$ cat src/rtl/core/urr32_pkg.sv
// urr32_pkg: types and constants shared by the uniform range generator
// used by urr32_ctrl, urr32_dp and the top level
`timescale 1ns / 1ps
package urr32_pkg;
    localparam logic [31:0] ALL_ONES = 32'hFFFF_FFFF;

    typedef enum logic [2:0] {
        ST_IDLE,
        ST_DIV_LIM,
        ST_LIM_WAIT,
        ST_DRAW,
        ST_DIV_MOD,
        ST_MOD_WAIT,
        ST_ADV,
        ST_OUT
    } t_state;

    // controller to datapath commands
    typedef struct packed {
        logic load_req;
        logic seed_load;
        logic div_start;
        logic div_mod;
        logic step_draw;
        logic step_adv;
        logic set_min;
    } t_cmd;

    // datapath to controller status
    typedef struct packed {
        logic empty_range;
        logic div_done;
        logic draw_ok;
        logic adv_ok;
    } t_stat;

    function automatic logic [31:0] xs_next(input logic [31:0] x);
        logic [31:0] y;
        y = x ^ (x << 13);
        y = y ^ (y >> 17);
        y = y ^ (y << 5);
        return y;
    endfunction
endpackage

$ cat src/rtl/core/urr32_dp.sv
// urr32_dp: generator state, operand registers, shared restoring divider
// depends on urr32_pkg
`timescale 1ns / 1ps
module urr32_dp
    import urr32_pkg::*;
(
    input  logic        i_clk,
    input  logic        i_rst_n,
    input  t_cmd        i_cmd,
    input  logic        i_req_type,
    input  logic [31:0] i_seed_value,
    input  logic [31:0] i_range_min,
    input  logic [31:0] i_range_max,
    output t_stat       o_stat,
    output logic        o_is_reseed,
    output logic [31:0] o_result
);
    logic [31:0] r_state, r_min, r_max, r_range, r_limit, r_draw, r_adv, r_res;
    logic [31:0] r_seed;
    logic        r_reseed;
    // divider registers
    logic [31:0] r_quo, r_rem;
    logic [5:0]  r_cnt;
    logic        r_busy;
    logic [32:0] w_trial;
    logic [31:0] w_xd, w_xa;

    assign w_xd    = xs_next(r_draw);
    assign w_xa    = xs_next(r_adv);
    assign w_trial = {r_rem, r_quo[31]} - {1'b0, r_range};

    // operand capture and generator state
    always_ff @(posedge i_clk) begin
        if (!i_rst_n) begin
            r_state <= '0;
        end else if (i_cmd.seed_load) begin
            r_state <= r_seed;
        end else if (i_cmd.step_adv && w_xa != ALL_ONES) begin
            r_state <= w_xa;
        end
    end

    always_ff @(posedge i_clk) begin
        if (i_cmd.load_req) begin
            r_reseed <= i_req_type;
            r_seed   <= i_seed_value;
            r_min    <= i_range_min;
            r_max    <= i_range_max;
            r_range  <= i_range_max - i_range_min;
            r_draw   <= r_state;
            r_adv    <= r_state;
        end
        if (i_cmd.step_draw) begin
            r_draw <= w_xd;
        end
        if (i_cmd.step_adv) begin
            r_adv <= w_xa;
        end
        if (i_cmd.set_min) begin
            r_res <= r_min;
        end else if (!r_busy && r_cnt == 6'd32 && i_cmd.div_mod) begin
            r_res <= r_rem + r_min;
        end
        // all ones = quotient * range + remainder, so limit = all ones - remainder
        if (!r_busy && r_cnt == 6'd32 && !i_cmd.div_mod) begin
            r_limit <= ALL_ONES - r_rem;
        end
    end

    // one quotient bit per cycle
    always_ff @(posedge i_clk) begin
        if (!i_rst_n) begin
            r_busy <= 1'b0;
            r_cnt  <= '0;
        end else if (i_cmd.div_start) begin
            r_busy <= 1'b1;
            r_cnt  <= '0;
            r_rem  <= '0;
            r_quo  <= i_cmd.div_mod ? r_draw : ALL_ONES;
        end else if (r_busy) begin
            if (!w_trial[32]) begin
                r_rem <= w_trial[31:0];
                r_quo <= {r_quo[30:0], 1'b1};
            end else begin
                r_rem <= {r_rem[30:0], r_quo[31]};
                r_quo <= {r_quo[30:0], 1'b0};
            end
            r_cnt <= r_cnt + 6'd1;
            if (r_cnt == 6'd31) begin
                r_busy <= 1'b0;
            end
        end else if (r_cnt == 6'd32) begin
            r_cnt <= '0;
        end
    end

    assign o_stat.empty_range = r_min >= r_max;
    assign o_stat.div_done    = !r_busy && r_cnt == 6'd32;
    assign o_stat.draw_ok     = w_xd < r_limit;
    assign o_stat.adv_ok      = w_xa != ALL_ONES;
    assign o_is_reseed        = r_reseed;
    assign o_result           = r_res;
endmodule

$ cat src/rtl/core/urr32_ctrl.sv
// urr32_ctrl: sequencing state machine for reseed and draw requests
// depends on urr32_pkg
`timescale 1ns / 1ps
module urr32_ctrl
    import urr32_pkg::*;
(
    input  logic  i_clk,
    input  logic  i_rst_n,
    input  logic  i_in_valid,
    output logic  o_in_ready,
    output logic  o_out_valid,
    input  logic  i_out_ready,
    input  t_stat i_stat,
    input  logic  i_is_reseed,
    output t_cmd  o_cmd
);
    t_state r_state, n_state;

    // state register
    always_ff @(posedge i_clk) begin
        if (!i_rst_n) begin
            r_state <= ST_IDLE;
        end else begin
            r_state <= n_state;
        end
    end

    // next state and commands
    always_comb begin
        n_state     = r_state;
        o_cmd       = '0;
        o_in_ready  = 1'b0;
        o_out_valid = 1'b0;
        case (r_state)
            ST_IDLE: begin
                o_in_ready = 1'b1;
                if (i_in_valid) begin
                    o_cmd.load_req = 1'b1;
                    n_state        = ST_DIV_LIM;
                end
            end
            ST_DIV_LIM: begin
                if (i_is_reseed) begin
                    o_cmd.seed_load = 1'b1;
                    n_state         = ST_IDLE;
                end else if (i_stat.empty_range) begin
                    o_cmd.set_min = 1'b1;
                    n_state       = ST_ADV;
                end else begin
                    o_cmd.div_start = 1'b1;
                    n_state         = ST_LIM_WAIT;
                end
            end
            // limit is registered at the edge that ends this wait
            ST_LIM_WAIT: begin
                if (i_stat.div_done) begin
                    n_state = ST_DRAW;
                end
            end
            ST_DRAW: begin
                o_cmd.step_draw = 1'b1;
                if (i_stat.draw_ok) begin
                    n_state = ST_DIV_MOD;
                end
            end
            ST_DIV_MOD: begin
                o_cmd.div_mod   = 1'b1;
                o_cmd.div_start = 1'b1;
                n_state         = ST_MOD_WAIT;
            end
            // remainder plus minimum is registered at the end of this wait
            ST_MOD_WAIT: begin
                o_cmd.div_mod = 1'b1;
                if (i_stat.div_done) begin
                    n_state = ST_ADV;
                end
            end
            ST_ADV: begin
                o_cmd.step_adv = 1'b1;
                if (i_stat.adv_ok) begin
                    n_state = ST_OUT;
                end
            end
            ST_OUT: begin
                o_out_valid = 1'b1;
                if (i_out_ready) begin
                    n_state = ST_IDLE;
                end
            end
            default: n_state = ST_IDLE;
        endcase
    end
endmodule

$ cat src/rtl/core/uniform_range_random_32.sv
// uniform_range_random_32: top level, controller plus datapath
// depends on urr32_pkg, urr32_ctrl, urr32_dp
//
// Usage:
//  - input channel i_in_valid/o_in_ready carries one request item:
//    req_type 1 reseeds the xorshift state and gives no result,
//    req_type 0 draws one value in [range_min, range_max), or range_min when range_min >= range_max.
//  - output channel o_out_valid/i_out_ready carries one random_value
//    item per draw.
//  - a draw runs the limit division, N >= 1 rejection steps, the
//    remainder division and M >= 1 state advance steps (almost always
//    1); an empty range skips both divisions and the rejection loop.
//    A reseed loads the seed in ST_DIV_LIM, then the block is ready
//    again.
//  - one item is in flight at a time; ready returns the cycle after the
//    result is taken. The serial divider makes one quotient bit a cycle.
//  - reset clears the generator state to zero; a zero state gives
//    range_min on every draw until reseeded.
//  - when the receiver stalls the result holds and no new item is taken.
`timescale 1ns / 1ps
module uniform_range_random_32
    import urr32_pkg::*;
(
    input  logic        i_clk,
    input  logic        i_rst_n,
    input  logic        i_in_valid,
    output logic        o_in_ready,
    input  logic        i_req_type,
    input  logic [31:0] i_seed_value,
    input  logic [31:0] i_range_min,
    input  logic [31:0] i_range_max,
    output logic        o_out_valid,
    input  logic        i_out_ready,
    output logic [31:0] o_random_value
);
    t_cmd  w_cmd;
    t_stat w_stat;
    logic  w_is_reseed;

    urr32_ctrl u_ctrl (
        .i_clk       (i_clk),
        .i_rst_n     (i_rst_n),
        .i_in_valid  (i_in_valid),
        .o_in_ready  (o_in_ready),
        .o_out_valid (o_out_valid),
        .i_out_ready (i_out_ready),
        .i_stat      (w_stat),
        .i_is_reseed (w_is_reseed),
        .o_cmd       (w_cmd)
    );

    urr32_dp u_dp (
        .i_clk        (i_clk),
        .i_rst_n      (i_rst_n),
        .i_cmd        (w_cmd),
        .i_req_type   (i_req_type),
        .i_seed_value (i_seed_value),
        .i_range_min  (i_range_min),
        .i_range_max  (i_range_max),
        .o_stat       (w_stat),
        .o_is_reseed  (w_is_reseed),
        .o_result     (o_random_value)
    );
endmodule

$ cat config.mk
export PLATFORM = sky130hd
export DESIGN_NAME = uniform_range_random_32
export DESIGN_NICKNAME = d
export VERILOG_FILES = /design/src/rtl/core/urr32_pkg.sv /design/src/rtl/core/urr32_dp.sv /design/src/rtl/core/urr32_ctrl.sv /design/src/rtl/core/uniform_range_random_32.sv
export SDC_FILE = /design/constraint.sdc
export NUM_CORES = 1
export LEC_CHECK = 0
export BUFFER_PORTS_ARGS = -buffer_cell sky130_fd_sc_hd__buf_4
export CELL_PAD_IN_SITES_DETAIL_PLACEMENT = 1
export CELL_PAD_IN_SITES_GLOBAL_PLACEMENT = 2
export CORE_MARGIN = 2
export CORE_UTILIZATION = 41
export CTS_BUF_LIST = sky130_fd_sc_hd__clkbuf_8 sky130_fd_sc_hd__clkbuf_16
export DETAILED_ROUTE_END_ITERATION = 16
export PLACE_DENSITY = 0.8
export SETUP_SLACK_MARGIN = 0.5
export SKIP_CTS_REPAIR_TIMING = 1
export SYNTH_ARGS = -nofsm -noshare
export SYNTH_HDL_FRONTEND = slang
export SYNTH_SLANG_ARGS = --single-unit
export TNS_END_PERCENT = 5
$ cat constraint.sdc
create_clock -name i_clk -period 4.5 [get_ports i_clk]
set_clock_uncertainty 0.05 [all_clocks]
set_input_delay 0.225 -clock i_clk [delete_from_list [all_inputs] [get_ports i_clk]]
set_output_delay 0.225 -clock i_clk [all_outputs]
set_load 0.02 [all_outputs]
==> results of run 1 <==
layer usage:
layer / vias to the layer above / GRT usage, % / share of wire (%)
li1: 7815 / - / -
met1: 8013 / 28.35 / 44
met2: 294 / 39.09 / 50
met3: 95 / 3.052 / 3.1
met4: 0 / 7.026 / 3.1
met5: - / 0 / 0
metrics by stage:
step,power [mW],setup slack [ns],std cells,area (µm²)
after global routing,19.97,0.4618,2999,25910
after global placement,14.63,0.5479,2823,23450
after CTS,18.74,0.5015,2902,24920
after floorplan,12.06,0.4578,2040,21570
final,18.67,0.7015,2999,25910
after detailed placement,14.94,0.5299,2823,23450
cell type report:
| cell class | instances | area [µm²] | area share (%) |
|---|---|---|---|
| tap | 688 | 860.8 | 3.322 |
| timing repair buffer | 253 | 2192 | 8.461 |
| sequential | 363 | 10480 | 40.45 |
| inverter | 192 | 724.4 | 2.796 |
| clock buffer | 50 | 1184 | 4.568 |
| multi-input combinational | 1424 | 10180 | 39.28 |
| clock inverter | 29 | 291.5 | 1.125 |
tightest hold or removal path, cell delays in order:
cell and delay [ns]:
buf_4 0.11, nor2b_1 0.09, o311ai_0 0.11, nand2_1 0.06
power by group through the flow:
stage,sequential [mW],clock [mW],combinational (mW)
6_report,5.79,3.67,9.21
5_1_grt,5.88,3.88,10.2
4_1_cts,5.79,3.75,9.20
3_5_place_dp,5.84,0,9.09
3_3_place_gp,5.82,0,8.81
2_1_floorplan,5.57,0,6.50
logic make-up after synthesis:
family / count (synthesis)
muxes: 64
buffers and inverters: 253
and+or+nand+nor: 496
AOI/OAI and AO/OA: 496
xor gates and xnor gates: 206
DFF: 363
adders and majority gates: 162
cells in the final DEF (no fill, tap or decap), types with 93 or more instances in the layout:
| master | instances |
|---|---|
| inv_1 | 198 |
| ha_1 | 159 |
| nand2_1 | 198 |
| o21ai_0 | 137 |
| edfxtp_1 | 321 |
| buf_4 | 152 |
| a21oi_1 | 132 |
| dlygate4sd3_1 | 97 |
| xnor2_1 | 120 |
| nor2_1 | 93 |
synth_stat cells (all sizes together), types with 8 or more instances:
library cell / count
edfxtp: 321
nand2: 198
inv: 192
ha: 159
o21ai: 138
a21oi: 132
xnor2: 121
nor2: 96
xor2: 78
a21o: 64
nor3: 50
clkbuf: 47
dfxtp: 42
mux2: 35
a21boi: 30
mux2i: 29
nand4: 27
nor2b: 27
nand3: 23
o21a: 23
nand2b: 15
buf: 14
a221oi: 12
and3: 12
o21bai: 12
a31oi: 9
a211oi: 8
and2: 8
nor4: 8
o31ai: 8
or2: 8
or3: 8
registers in the layout, summed over array words and instances (netlist names):
name and cells:
u_dp.r_state 32, u_dp.r_adv 32, u_dp.r_busy 1, u_dp.r_seed 32
u_dp.r_max 32, u_dp.r_limit 32, u_dp.r_range 32, u_dp.o_result 32
u_dp.r_min 32, u_dp.o_is_reseed 1, u_ctrl.r_state 3, u_dp.r_draw 32
u_dp.r_rem 32, u_dp.r_cnt 6, u_dp.r_quo 32
worst max-delay path by stage:
stage	end	start	slack, ns	cells past startpoint
2_1_floorplan	u_dp.r_quo[0]	u_dp.r_min[13]	0.46	10
3_3_place_gp	u_dp.r_rem[16]	u_dp.r_quo[31]	0.55	13
3_5_place_dp	u_dp.r_rem[16]	u_dp.r_quo[31]	0.53	13
4_1_cts	u_dp.r_rem[16]	u_dp.r_quo[31]	0.50	13
5_1_grt	u_dp.r_rem[16]	u_dp.r_rem[5]	0.46	11
6_report	u_dp.r_rem[16]	u_dp.r_rem[6]	0.70	11
==> results.toml, run 1 <==
[hold_path]
hold_class = "in -> reg"
worstHoldPathCells = 4
hold_end = "u_ctrl.r_state[1]"
hold_path_startpoint = "i_out_ready"

[setup_path]
crit_slowest_cell = "edfxtp_1"
critical_path_class = "reg -> reg"
worstReg2RegStart = "u_dp.r_rem[6]"
worstPathRequired_ns = 4.87
r2r-end = "u_dp.r_rem[16]"
rrSetupSlack_ns = 0.70
r2r_cells = 11
arrival_ns = 4.17
slowest_delay_ns = 0.48
crit_fanout = 35
startpoint_type = "flop"
cp_top_family = "compound AO/OA/AOI/OAI gates"
crit_chain = "ha_1 > and3_1 > a221o_1 > o211ai_1 > a21boi_1 > o311ai_1 > mux2i_2 > nor2_4 > buf_12 > or3_1 > a21oi_1"
endpoint_kind = "flop"
critPathBufInv = 1

[yosys]
yosysTopAreaCellShare_pct = 44.69
synth_fp_nets = 2303
ys_ff_latch = 363
synth_top_family_by_area = "compound AO/OA/AOI/OAI gates"
synthSimpleGateAreaFrac_pct = 10.84
postSynth.asyncResetShare_pct = 0
avgSynthCellArea_um2 = 10.57
seq_area_frac_synth_pct = 48.59
synth-edff-count = 321
synth_xor_area_share_pct = 8.858
syn_inst = 2040
yosysTopAreaCell = "edfxtp_1"
synth.top_cells.by_area = "edfxtp_1 (45%), ha_1 (9.2%), xnor2_1 (4.9%), dfxtp_1 (3.9%), nand2_1 (3.4%)"
syn_area_um2 = 21570
synth-main-ff-cell = "edfxtp_1"
ys_warn_count = 0
synth_compound_area_share_pct = 14.49
ys_types = 72
synthMuxAreaShare_pct = 3.173
synth_fa_ha_area_share_pct = 9.502

[clock_tree]
h-tree-depth = 2
cts_root_buffer = "clkbuf_16"
clk_path_buf_depth = 3
clkTransAtPathRegs_ns = 0.07
cts_tree = "built"
cts_made_buffers = 43
clock_sinks = 363
clkLatencyLatePin_ns = 0.58

[power]
ir_drop_mv = 0.3099
power_density_nw_per_um2 = 720.5
power.internal_mw = 10.95
seqPwrFrac_pct = 31.0
swShare_pct = 41.37
clockPowerShare_pct = 19.7
switchingPower_mw = 7.722
p_leak_nw = 10.85
combinationalPowerShare_pct = 49.3

[drt]
viasPerCell = 5.407
totalWireLength_um = 61860
wire_per_inst_um = 20.63
ant_nets = 0
vias = 16220
drtPass1Iterations = 5
drt_iter0_markers = 837
drc = 0

[sta]
max_freq_mhz = 263.3
relSlewSlack_pct = 36.26
hold_violations = 0
slew_violations = 0
fin_crit_sh_pct = 84.41
tightestPinTransition_ns = 0.9561
whs_ns = 0.03251
finalSetupViolations = 0
post-route-min-period_ns = 3.798
rsz0062_at_grt = "yes"
tns_ns = 0

[placed_design]
port_buffers = 134
dpl.hpwl_um = 45600
routabilityCongestion = 0.8623

[floorplanning]
num_io_pins = 135
core_um2 = 52240
rows = 84
fp.dieArea_um2 = 54460
die_y_um = 233.4
die_w_um = 233.4
start_util_pct = 41.29

[global_route]
grt_pass1_vias = 16850
antenna_found_initial = 0
grt_use_total_pct = 22.29
grt_max_degree = 91
overflow = 0
grt_pass1_wl_um = 94120

[outcome]
outcome = "complete, no violations"

[layout]
final_layout_size_suffix_gt1_share_pct = 12.33
area_delta_synth_final_pct = 20.12
diodes = 0
final_util_pct = 49.60
nets = 2540
fillers = 5612

[run]
maxCapViolCount = 0
Power figures use the tool's default switching activity.
==> run 2, diff against run 1 <==
--- a/config.mk
+++ b/config.mk
@@ -9,10 +9,10 @@
 export CELL_PAD_IN_SITES_DETAIL_PLACEMENT = 1
 export CELL_PAD_IN_SITES_GLOBAL_PLACEMENT = 2
 export CORE_MARGIN = 2
-export CORE_UTILIZATION = 41
+export CORE_UTILIZATION = 37
 export CTS_BUF_LIST = sky130_fd_sc_hd__clkbuf_8 sky130_fd_sc_hd__clkbuf_16
 export DETAILED_ROUTE_END_ITERATION = 16
-export PLACE_DENSITY = 0.8
+export PLACE_DENSITY = 0.76
 export SETUP_SLACK_MARGIN = 0.5
 export SKIP_CTS_REPAIR_TIMING = 1
 export SYNTH_ARGS = -nofsm -noshare
==> constraint.sdc (replaced) <==
create_clock -name i_clk -period 3.4 [get_ports i_clk]
set_clock_uncertainty 0.05 [all_clocks]
set_input_delay 0.17 -clock i_clk [delete_from_list [all_inputs] [get_ports i_clk]]
set_output_delay 0.17 -clock i_clk [all_outputs]
set_load 0.02 [all_outputs]
==> run 2 against run 1 <==
Against the previous run:
- the flow now finishes with violations (negative setup slack)
- cell count rose by 8.2%
- die area grew 11%
- maximum frequency grew 11%
- critical endpoint is now u_dp.r_rem[21]
- highest routed layer unchanged
==> results.toml, run 2 (synthesis gave the netlist of run 1 again) <==
[power]
power_density_nw_per_um2 = 991.1
ir_drop_mv = 0.4174
p_leak_nw = 11.99

[clock_tree]
cts_tree = "built"
clkTransAtPathRegs_ns = 0.06
clk_path_buf_depth = 3
cts_root_buffer = "clkbuf_16"
h-tree-depth = 2
cts_made_buffers = 44
clock_sinks = 363
clkLatencyLatePin_ns = 0.60

[setup_path]
r2r_cells = 13
worstReg2RegStart = "u_dp.r_range[0]"
endpoint_kind = "flop"
r2r-end = "u_dp.r_rem[21]"
worstPathRequired_ns = 3.69
arrival_ns = 3.70
rrSetupSlack_ns = -0.01
startpoint_type = "flop"
crit_fanout = 8
critical_path_class = "reg -> reg"

[sta]
max_freq_mhz = 293.3
slew_violations = 0
tightestPinTransition_ns = 0.9621
rsz0062_at_grt = "yes"
relSlewSlack_pct = 35.86
worst_slack_ns = -0.009702
fin_crit_sh_pct = 100.3
finalSetupViolations = 4
hold_violations = 0
post-route-min-period_ns = 3.410

[drt]
totalWireLength_um = 66970
drt_iter0_markers = 765
drc = 0
vias = 16930
viasPerCell = 5.217
drtPass1Iterations = 5
ant_nets = 0
wire_per_inst_um = 20.63

[global_route]
overflow = 0
grt_pass1_wl_um = 97870
grt_pass1_vias = 17510
grt_max_degree = 66
grt_use_total_pct = 20.86
antenna_found_initial = 0

[layout]
final_layout_size_suffix_gt1_share_pct = 25.88
final_cells = 3246
layout_commonest_cell = "edfxtp_1"
area_delta_synth_final_pct = 32.72
diodes = 0
fillers = 6195
final_cell_mix = "edfxtp_1 (321), buf_4 (298), inv_1 (196)"
nets = 2708

[placed_design]
dp.cells = 3055
dp_worst_setup_slack_ns = -0.2666
dpl.hpwl_um = 48360
routabilityCongestion = 0.8753
port_buffers = 134

[run]
maxCapViolCount = 0

[hold_path]
hold_end = "u_dp.r_range[0]"
hold_path_startpoint = "i_range_max[0]"
worstHoldPathCells = 4
hold_class = "in -> reg"

[outcome]
outcome = "finished with violations"
violations = "negative setup slack"

[floorplanning]
core_um2 = 57700
fp.dieArea_um2 = 60240
num_io_pins = 135
rows = 88
die_y_um = 245.4
start_util_pct = 37.39
die_w_um = 245.4
==> run 2: worst max-delay path by stage <==
| stage | from | to | slack (ns) | depth (start not counted) |
|---|---|---|---|---|
| floorplan | u_dp.r_rem[7] | u_dp.r_rem[29] | 0.19 | 11 |
| global placement | u_dp.r_quo[31] | u_dp.r_rem[6] | -0.23 | 14 |
| detailed placement | u_dp.r_draw[16] | u_ctrl.r_state[1] | -0.27 | 14 |
| CTS | u_dp.r_draw[16] | u_ctrl.r_state[1] | -0.30 | 14 |
| global route | u_dp.r_quo[31] | u_dp.r_rem[27] | -0.16 | 14 |
| finish | u_dp.r_range[0] | u_dp.r_rem[21] | -0.01 | 13 |
==> run 2: layout make-up <==
class	count	area [µm²]	area share (%)
multi-input cells	1424	11370	39.72
flip-flops and latches	363	10480	36.62
repair buffers	420	3618	12.64
clock buffers	51	1231	4.301
well taps	765	957.2	3.344
inverters	192	724.4	2.531
clock inverters	31	242.7	0.8479
==> run 2: worst max-delay path: stages (launching register included) <==
cell       delay, ns
edfxtp_1        0.41
ha_2            0.20
fa_2            0.35
nand2b_4        0.17
a2111oi_4       0.30
buf_4           0.17
o211ai_1        0.19
a21boi_2        0.22
o311ai_2        0.12
mux2i_2         0.20
nor2_4          0.31
buf_8           0.19
mux2i_2         0.21
nor2_1          0.06
==> run 2: routing by layer <==
| layer | part of all wire [%] | global-route usage, % |
|---|---|---|
| met3 | 2.8 | 2.412 |
| met5 | 0 | 0 |
| met1 | 44 | 26.50 |
| met2 | 50 | 36.16 |
| met4 | 3.3 | 8.253 |
==> run 2: per-stage QoR <==
stage / hold slack, ns / utilization, % / setup TNS (ns) / total power, mW / cell area, µm²
floorplan: 0.2189 / - / 0 / 16.01 / 21640
CTS: -0.3318 / 45.60 / -7.329 / 26.30 / 26310
global route: 0.02587 / 49.62 / -3.374 / 30.18 / 28630
finish: 0.02018 / 49.62 / -0.01278 / 28.37 / 28630
detailed placement: 0.2998 / 43.05 / -6.487 / 21.32 / 24840
global placement: 0.2985 / 43.05 / -5.312 / 20.88 / 24840
==> run 2: power breakdown <==
part	switching (mW)	total, mW	internal (mW)
registers	0.973	7.66	6.69
logic	8.73	15.9	7.15
clock network	2.07	4.83	2.76
